**src/rtl/core/ptok_pkg.sv**
```systemverilog
// Shared types, character codes and lexer state encoding for the properties-file tokenizer.
package ptok_pkg;

    // Width of one text character as the lexer sees it.
    localparam int CHAR_BITS = 8;

    typedef logic [CHAR_BITS-1:0] char_t;

    // Character codes the lexer reacts to.
    localparam char_t CH_HASH   = char_t'(8'h23);
    localparam char_t CH_BANG   = char_t'(8'h21);
    localparam char_t CH_COLON  = char_t'(8'h3A);
    localparam char_t CH_EQUAL  = char_t'(8'h3D);
    localparam char_t CH_TAB    = char_t'(8'h09);
    localparam char_t CH_CR     = char_t'(8'h0D);
    localparam char_t CH_LF     = char_t'(8'h0A);
    localparam char_t CH_SPACE  = char_t'(8'h20);
    localparam char_t CH_BSLASH = char_t'(8'h5C);

    // Input item flag values.
    localparam logic FUNC_CHAR = 1'b0;
    localparam logic FUNC_EOS  = 1'b1;

    // Token kinds.
    typedef enum logic [1:0] {
        KIND_KEY   = 2'd0,
        KIND_VALUE = 2'd1,
        KIND_PAIR  = 2'd2
    } kind_t;

    // Lexer states, one-hot.
    typedef enum logic [10:0] {
        ST_BEGIN      = 11'b000_0000_0001,
        ST_KEY        = 11'b000_0000_0010,
        ST_KEY_ESC    = 11'b000_0000_0100,
        ST_KEY_CONT   = 11'b000_0000_1000,
        ST_KEY_CONT2  = 11'b000_0001_0000,
        ST_DELIM      = 11'b000_0010_0000,
        ST_ELEM       = 11'b000_0100_0000,
        ST_ELEM_ESC   = 11'b000_1000_0000,
        ST_ELEM_CONT  = 11'b001_0000_0000,
        ST_ELEM_CONT2 = 11'b010_0000_0000,
        ST_COMMENT    = 11'b100_0000_0000
    } lex_state_t;

    // One accepted input item.
    typedef struct packed {
        logic  func;
        char_t ch;
    } item_t;

    // Token produced for one item.
    typedef struct packed {
        logic  valid;
        kind_t kind;
        char_t ch;
    } token_t;

endpackage

```
**src/rtl/core/ptok_in_stage.sv**
```systemverilog
// Input register stage that holds one accepted character or end-of-stream transaction.
module ptok_in_stage (
    input  logic           aclk,
    input  logic           aresetn,
    input  logic           s_valid,
    output logic           s_ready,
    input  ptok_pkg::item_t s_item,
    input  logic           advance,
    output logic           item_valid,
    output ptok_pkg::item_t item
);

    logic            valid_reg;
    logic            valid_next;
    ptok_pkg::item_t item_reg;

    // The stage takes a new transaction when empty or when its item moves on.
    assign s_ready    = !valid_reg || advance;
    assign item_valid = valid_reg;
    assign item       = item_reg;

    always_comb begin
        valid_next = valid_reg;
        if (s_ready) begin
            valid_next = s_valid;
        end
    end

    always_ff @(posedge aclk) begin
        if (!aresetn) begin
            valid_reg <= 1'b0;
        end else begin
            valid_reg <= valid_next;
        end
    end

    // Payload needs no reset.
    always_ff @(posedge aclk) begin
        if (s_ready && s_valid) begin
            item_reg <= s_item;
        end
    end

endmodule

```
**src/rtl/core/ptok_lexer.sv**
```systemverilog
// Lexer state and the combinational next-state and token logic for one item.
module ptok_lexer (
    input  logic             aclk,
    input  logic             aresetn,
    input  logic             advance,
    input  ptok_pkg::item_t  item,
    output ptok_pkg::token_t token
);

    typedef struct packed {
        ptok_pkg::lex_state_t state;
        logic                 key_nonempty;
        ptok_pkg::token_t     token;
    } lex_out_t;

    ptok_pkg::lex_state_t state_reg;
    ptok_pkg::lex_state_t state_next;
    logic                 nonempty_reg;
    logic                 nonempty_next;
    lex_out_t             step;

    // Walk the state changes that do not consume the character, then the one that does.
    // At most three passes are needed: continuation, continuation, key.
    function automatic lex_out_t lex_char(ptok_pkg::lex_state_t cur, logic nonempty,
                                          ptok_pkg::char_t c);
        lex_out_t             r;
        ptok_pkg::lex_state_t s;
        logic                 done;
        logic                 blank;
        logic                 eol;
        logic                 sep;
        r.state        = cur;
        r.key_nonempty = nonempty;
        r.token        = '0;
        s              = cur;
        done           = 1'b0;
        blank          = (c == ptok_pkg::CH_SPACE) || (c == ptok_pkg::CH_TAB);
        eol            = (c == ptok_pkg::CH_LF) || (c == ptok_pkg::CH_CR);
        sep            = blank || (c == ptok_pkg::CH_COLON) || (c == ptok_pkg::CH_EQUAL);
        for (int hop = 0; hop < 3; hop++) begin
            if (!done) begin
                case (s)
                    ptok_pkg::ST_KEY: begin
                        done = 1'b1;
                        if (c == ptok_pkg::CH_BSLASH) begin
                            r.state = ptok_pkg::ST_KEY_ESC;
                        end else if (sep) begin
                            r.state = ptok_pkg::ST_DELIM;
                        end else if (eol) begin
                            r.state        = ptok_pkg::ST_BEGIN;
                            r.key_nonempty = 1'b0;
                            r.token.valid  = 1'b1;
                            r.token.kind   = ptok_pkg::KIND_PAIR;
                        end else begin
                            r.state        = ptok_pkg::ST_KEY;
                            r.key_nonempty = 1'b1;
                            r.token.valid  = 1'b1;
                            r.token.kind   = ptok_pkg::KIND_KEY;
                            r.token.ch     = c;
                        end
                    end
                    ptok_pkg::ST_KEY_ESC: begin
                        done = 1'b1;
                        if (c == ptok_pkg::CH_LF) begin
                            r.state = ptok_pkg::ST_KEY_CONT;
                        end else if (c == ptok_pkg::CH_CR) begin
                            r.state = ptok_pkg::ST_KEY_CONT2;
                        end else begin
                            // Escaped characters are taken literally.
                            r.state        = ptok_pkg::ST_KEY;
                            r.key_nonempty = 1'b1;
                            r.token.valid  = 1'b1;
                            r.token.kind   = ptok_pkg::KIND_KEY;
                            r.token.ch     = c;
                        end
                    end
                    ptok_pkg::ST_KEY_CONT: begin
                        if (blank) begin
                            done    = 1'b1;
                            r.state = s;
                        end else begin
                            s = ptok_pkg::ST_KEY;
                        end
                    end
                    ptok_pkg::ST_KEY_CONT2: begin
                        if (c == ptok_pkg::CH_LF) begin
                            done    = 1'b1;
                            r.state = ptok_pkg::ST_KEY_CONT;
                        end else begin
                            s = ptok_pkg::ST_KEY_CONT;
                        end
                    end
                    ptok_pkg::ST_DELIM: begin
                        if (sep) begin
                            done    = 1'b1;
                            r.state = s;
                        end else begin
                            s = ptok_pkg::ST_ELEM;
                        end
                    end
                    ptok_pkg::ST_ELEM: begin
                        done = 1'b1;
                        if (c == ptok_pkg::CH_BSLASH) begin
                            r.state = ptok_pkg::ST_ELEM_ESC;
                        end else if (eol) begin
                            r.state        = ptok_pkg::ST_BEGIN;
                            r.key_nonempty = 1'b0;
                            r.token.valid  = 1'b1;
                            r.token.kind   = ptok_pkg::KIND_PAIR;
                        end else begin
                            r.state       = ptok_pkg::ST_ELEM;
                            r.token.valid = 1'b1;
                            r.token.kind  = ptok_pkg::KIND_VALUE;
                            r.token.ch    = c;
                        end
                    end
                    ptok_pkg::ST_ELEM_ESC: begin
                        done = 1'b1;
                        if (c == ptok_pkg::CH_LF) begin
                            r.state = ptok_pkg::ST_ELEM_CONT;
                        end else if (c == ptok_pkg::CH_CR) begin
                            r.state = ptok_pkg::ST_ELEM_CONT2;
                        end else begin
                            // Escape letters are passed through untranslated.
                            r.state       = ptok_pkg::ST_ELEM;
                            r.token.valid = 1'b1;
                            r.token.kind  = ptok_pkg::KIND_VALUE;
                            r.token.ch    = c;
                        end
                    end
                    ptok_pkg::ST_ELEM_CONT: begin
                        if (blank) begin
                            done    = 1'b1;
                            r.state = s;
                        end else begin
                            s = ptok_pkg::ST_ELEM;
                        end
                    end
                    ptok_pkg::ST_ELEM_CONT2: begin
                        if (c == ptok_pkg::CH_LF) begin
                            done    = 1'b1;
                            r.state = ptok_pkg::ST_ELEM_CONT;
                        end else begin
                            s = ptok_pkg::ST_ELEM_CONT;
                        end
                    end
                    ptok_pkg::ST_COMMENT: begin
                        done    = 1'b1;
                        r.state = eol ? ptok_pkg::ST_BEGIN : ptok_pkg::ST_COMMENT;
                    end
                    default: begin
                        // Line begin; any other code behaves the same.
                        if (blank || eol) begin
                            done    = 1'b1;
                            r.state = ptok_pkg::ST_BEGIN;
                        end else if ((c == ptok_pkg::CH_HASH) || (c == ptok_pkg::CH_BANG)) begin
                            done    = 1'b1;
                            r.state = ptok_pkg::ST_COMMENT;
                        end else begin
                            s = ptok_pkg::ST_KEY;
                        end
                    end
                endcase
            end
        end
        return r;
    endfunction

    // End of stream closes a pair only when a key character was seen.
    always_comb begin
        if (item.func == ptok_pkg::FUNC_EOS) begin
            step.state        = ptok_pkg::ST_BEGIN;
            step.key_nonempty = 1'b0;
            step.token.valid  = nonempty_reg;
            step.token.kind   = ptok_pkg::KIND_PAIR;
            step.token.ch     = '0;
        end else begin
            step = lex_char(state_reg, nonempty_reg, item.ch);
        end
    end

    assign token = step.token;

    always_comb begin
        state_next    = state_reg;
        nonempty_next = nonempty_reg;
        if (advance) begin
            state_next    = step.state;
            nonempty_next = step.key_nonempty;
        end
    end

    always_ff @(posedge aclk) begin
        if (!aresetn) begin
            state_reg    <= ptok_pkg::ST_BEGIN;
            nonempty_reg <= 1'b0;
        end else begin
            state_reg    <= state_next;
            nonempty_reg <= nonempty_next;
        end
    end

endmodule

```
**src/rtl/core/ptok_out_stage.sv**
```systemverilog
// Result register that holds one token until the downstream side takes it.
module ptok_out_stage (
    input  logic             aclk,
    input  logic             aresetn,
    input  logic             advance,
    input  ptok_pkg::token_t token,
    output logic             space,
    output logic             m_valid,
    input  logic             m_ready,
    output ptok_pkg::kind_t  m_kind,
    output ptok_pkg::char_t  m_char
);

    logic            valid_reg;
    logic            valid_next;
    ptok_pkg::kind_t kind_reg;
    ptok_pkg::char_t char_reg;

    // The register can be loaded when empty or when its token leaves this cycle.
    assign space   = !valid_reg || m_ready;
    assign m_valid = valid_reg;
    assign m_kind  = kind_reg;
    assign m_char  = char_reg;

    always_comb begin
        valid_next = valid_reg;
        if (m_ready) begin
            valid_next = 1'b0;
        end
        if (advance) begin
            valid_next = token.valid;
        end
    end

    always_ff @(posedge aclk) begin
        if (!aresetn) begin
            valid_reg <= 1'b0;
        end else begin
            valid_reg <= valid_next;
        end
    end

    always_ff @(posedge aclk) begin
        if (advance && token.valid) begin
            kind_reg <= token.kind;
            char_reg <= token.ch;
        end
    end

endmodule

```
**src/rtl/core/properties_file_tokenizer.sv**
```systemverilog
// Top level of the properties-file tokenizer: input stage, lexer and result register.
// The tokenizer takes one character, or an end-of-stream marker, per cycle unless a result
// waits on a stalled receiver, and returns at most one token for it: a key character, a value
// character or an end-of-pair mark. With the result side ready it sustains one transaction per
// cycle; an accepted character is held in the input register, then the lexer logic turns it
// into a token in the result register. Characters that give no token produce no transaction.
// The rate is set by the lexer state register, which is updated once per character.
module properties_file_tokenizer (
    input  logic       aclk,
    input  logic       aresetn,
    input  logic       s_tvalid,
    output logic       s_tready,
    input  logic [7:0] s_tdata,  // [7:0] ch
    input  logic [0:0] s_tuser,  // [0] func (1 = end of stream)
    output logic       m_tvalid,
    input  logic       m_tready,
    output logic [7:0] m_tdata,  // [7:0] out_char
    output logic [1:0] m_tuser   // [1:0] kind
);

    ptok_pkg::item_t  s_item;
    ptok_pkg::item_t  item;
    logic             item_valid;
    logic             space;
    logic             advance;
    ptok_pkg::token_t token;
    ptok_pkg::kind_t  m_kind;
    ptok_pkg::char_t  m_char;

    assign s_item.func = s_tuser[0];
    assign s_item.ch   = s_tdata[ptok_pkg::CHAR_BITS-1:0];

    // An item moves through the lexer when the result register has room.
    assign advance = item_valid && space;

    ptok_in_stage u_in (
        .aclk       (aclk),
        .aresetn    (aresetn),
        .s_valid    (s_tvalid),
        .s_ready    (s_tready),
        .s_item     (s_item),
        .advance    (advance),
        .item_valid (item_valid),
        .item       (item)
    );

    ptok_lexer u_lexer (
        .aclk    (aclk),
        .aresetn (aresetn),
        .advance (advance),
        .item    (item),
        .token   (token)
    );

    ptok_out_stage u_out (
        .aclk    (aclk),
        .aresetn (aresetn),
        .advance (advance),
        .token   (token),
        .space   (space),
        .m_valid (m_tvalid),
        .m_ready (m_tready),
        .m_kind  (m_kind),
        .m_char  (m_char)
    );

    assign m_tuser = m_kind;
    assign m_tdata = 8'(m_char);

endmodule

```
**config.mk**
```make
export PLATFORM = sky130hd
export DESIGN_NAME = properties_file_tokenizer
export DESIGN_NICKNAME = d
export VERILOG_FILES = /design/src/rtl/core/ptok_pkg.sv /design/src/rtl/core/ptok_in_stage.sv /design/src/rtl/core/ptok_lexer.sv /design/src/rtl/core/ptok_out_stage.sv /design/src/rtl/core/properties_file_tokenizer.sv
export SDC_FILE = /design/constraint.sdc
export NUM_CORES = 1
export LEC_CHECK = 0
export BUFFER_PORTS_ARGS = -buffer_cell sky130_fd_sc_hd__buf_2
export CAP_MARGIN = 30
export CORE_MARGIN = 10
export CORE_UTILIZATION = 56
export DETAILED_ROUTE_END_ITERATION = 6
export HOLD_SLACK_MARGIN = 0.02
export PLACE_DENSITY_LB_ADDON = 0.2
export SLEW_MARGIN = 20
export SYNTH_ARGS = -nofsm -noshare
export SYNTH_HDL_FRONTEND = slang
export SYNTH_HIERARCHICAL = 1
export SYNTH_SLANG_ARGS = --single-unit
```
**constraint.sdc**
```tcl
create_clock -name aclk -period 4.3 [get_ports aclk]
set_input_delay 0.215 -clock aclk [delete_from_list [all_inputs] [get_ports aclk]]
set_output_delay 0.215 -clock aclk [all_outputs]
set_load 0.05 [all_outputs]
```
==> metrics.md <==
| Metric | Value |
|---|---|
| Status | completed |
| Largest family of logic cells by synthesized area | simple AND/OR/NAND/NOR gates |
| Critical path's slowest cell | dfxtp_1 |
| Layout cells sized above 1 | 21.24% |
| Die Width | 93.97 um |
| Synth Instances | 364 |
| Syn_area_per_cell | 8.418 um2 |
| Max-Cap Viols | 0 |
| CTS tree | yes |
| Top cells by count, synth | nor2_1, a21oi_1, nand2_1 |
| Peak supply drop | 0.3418 mV |
| Routed WL | 9748 um |
| CP Launch Type | flip-flop |
| CP Max Fanout | 16 |
| RSZ-0062 raised after global routing | no |
| Avg WL per Cell | 22.05 um |
| Leak | 0.001191 uW |
| Routed via count | 3132 |
| GP Congestion | 1.022 |
| Setup skew after layout | 0.005122 ns |
| Simple-gate share of the synthesized area | 36.95% |
| Compound-Gate Fraction of Synth Area | 24.62% |
| CP Class | flip-flop to flip-flop |
| Worst-path cell chain | nor3_1 -> and4_1 -> nor4_2 -> a31oi_1 -> a221oi_4 -> nand2_1 -> nor3_2 -> o211a_1 -> nor2_1 -> o21ai_1 -> and2_4 |
| GR Util All Layers | 22.11% |
| Number of buffers created by CTS | 5 |
| Number of port buffers | 24 |
| Critical path endpoint category | flip-flop |
| Post-synthesis adder-cell area fraction | 0% |
| Pin count of the biggest net entering global routing | 17 |
| Worst Tran Pin Value | 0.6814 ns |
| Initial DRC count | 629 |
| Global-route wire length before repair | 15560 um |
| Final setup fails | 0 |
| Max_slew headroom | 54.51% |
| Initial core utilization | 58.87% |
| Post-Syn Area | 0.003064 mm2 |
| Required time worst endpoint | 4.29 ns |
| EDFF count, synth | 19 |
| Antenna cell count | 0 |
| Initial antenna violation count | 0 |
| Cts hold-fix bufs | 0 |
| Die footprint | 0.008830 mm2 |
| Final period utilization | 93.09% |
| CTS sink cnt | 33 |
| CTS H-tree depth | 2 |
| Top post-synthesis cells by area | edfxtp_1, dfxtp_1, nor2_1 |
| Multiplexer share of the synthesized area | 1.062% |
| Sequential area share after synthesis | 27.77% |
| Top-count cell post-synth | nor2_1 |
| Post-CTS Setup Bufs | 0 |
| TritonRoute pass-1 iters | 5 |
| Die Ht | 93.97 um |
| Final TNS setup | 0 ns |
| Async set or reset register ratio after synthesis | 0% |
| Pwr Density | 229.3 mW/mm2 |
| Area leader, netlist | edfxtp_1 |
| Clk pin slew, worst setup/hold paths | 0.07 ns |
| Synth Warn # | 6 |
| Worst hold path type | input pin to flip-flop |
| Ports | 25 |
| Largest register FFs | 11 |
| Cts repair resizes | 0 |
| Vias in the first global route | 2843 |
| Fin util | 62.38% |
| Worst Path Arrival | 3.99 ns |
| Synth Area in XOR/XNOR | 2.777% |
| Fin. Hold Viols | 0 |
| Synthesized Nets | 377 |
| Post-synthesis cell type count | 79 |
| Root Buffer | clkbuf_8 |
| Area grow syn2layout | 5.961% |
| Clock Path Buffers | 2 |
| Synth Flop Type | edfxtp_1 |
| Slowest cell delay on critical path | 0.76 ns |
| Filler instances | 457 |
| DPL Wire Length | 7396 um |
| Cell Rows | 26 |
| Final nets | 384 |
| Largest delay share family, worst path | simple AND/OR/NAND/NOR gates |
| Grt ovf | 0 |
| Achievable Freq | 0.2498 GHz |
| Drt drc | 0 |
| Clk_lat worst skew | 0.29 ns |
| Post-route ant nets | 0 |
| Min Clock Period, post-route | 4.003 ns |
| Flop and latch count out of synthesis | 33 |
| Slew Viols, Final | 0 |
| Buf/Inv on CP | 0 |
| Yosys top cell area share | 18.62% |
| Hold Slack | 0.1001 ns |
| Vias per cell | 7.086 |
| Core Box Area | 0.005205 mm2 |
[power breakdown]
| group | total, uW | switching (uW) | internal, uW |
|---|---|---|---|
| sequential | 368 | 17.6 | 350 |
| combinational | 119 | 77.4 | 41.4 |
| clock | 258 | 114 | 145 |
[through the flow]
| step | cells | setup slack (ns) | total power [uW] | cell area (um2) |
|---|---|---|---|---|
| after floorplan | 364 | 0.9427 | 468.4 | 3064 |
| after global placement | 434 | 0.5187 | 489.8 | 3146 |
| after detailed placement | 434 | 0.4271 | 490.7 | 3146 |
| after CTS | 442 | 0.4295 | 744.7 | 3247 |
| after global routing | 442 | 0.05155 | 771.1 | 3247 |
| final | 442 | 0.2973 | 744.5 | 3247 |
[kinds of logic (layout without fill, tap and decap cells)]
family	Yosys count	count (layout)
mux	2	2
simple gates	182	182
flops	33	33
compound gates	101	101
xor+xnor	8	8
buf+inv	38	46
[cells in the final DEF (no fill, tap or decap), types with 4 or more instances in the layout]
cell type / instances
a211o_1: 4
a211oi_1: 4
a21oi_1: 20
a31oi_1: 6
and3_1: 6
and4_1: 7
buf_2: 24
buf_4: 8
clkbuf_8: 7
dfxtp_1: 14
edfxtp_1: 19
inv_1: 5
nand2_1: 20
nand2b_1: 5
nand3_1: 15
nand4_1: 12
nor2_1: 33
nor2b_1: 8
nor3_1: 18
nor3b_1: 8
nor4_1: 6
o211a_1: 5
o211ai_1: 5
o21a_1: 5
o21ai_0: 15
or2_2: 4
or3_1: 4
or4_1: 4
xor2_1: 4
[cell type report]
| type | count | area (um2) | area share [%] |
|---|---|---|---|
| clock buffers | 7 | 96.34 | 2.967 |
| clock inverters | 1 | 5.005 | 0.1541 |
| inverters | 6 | 22.52 | 0.6936 |
| multi-input cells | 293 | 2004 | 61.73 |
| flip-flops and latches | 33 | 850.8 | 26.20 |
| well taps | 70 | 87.58 | 2.697 |
| repair buffers | 32 | 180.2 | 5.549 |
[routing by layer]
metal | share of wire [%] | up-vias | wire length [um] | global-route usage, %
met4 | 3.7 | 0 | 360 | 7.722
met3 | 11 | 43 | 1094 | 6.235
li1 | - | 1412 | - | -
met1 | 43 | 1446 | 4152 | 29.86
met5 | 0 | - | 0 | 0
met2 | 42 | 231 | 4140 | 32.72
[final timing paths]
check / startpoint / end / slack [ns] / cells after the start
setup / recovery: u_lexer/state_reg[8] / u_out/m_char[6] / 0.30 / 11
hold / removal: s_tdata[1] / u_in/item[1] / 0.10 / 1
setup reg to reg: u_lexer/state_reg[8] / u_out/m_char[6] / 0.30 / 11
hold reg to reg: u_in/item_valid / u_in/item_valid / 0.50 / 2
Note: power is estimated with default switching activity, not from simulation.
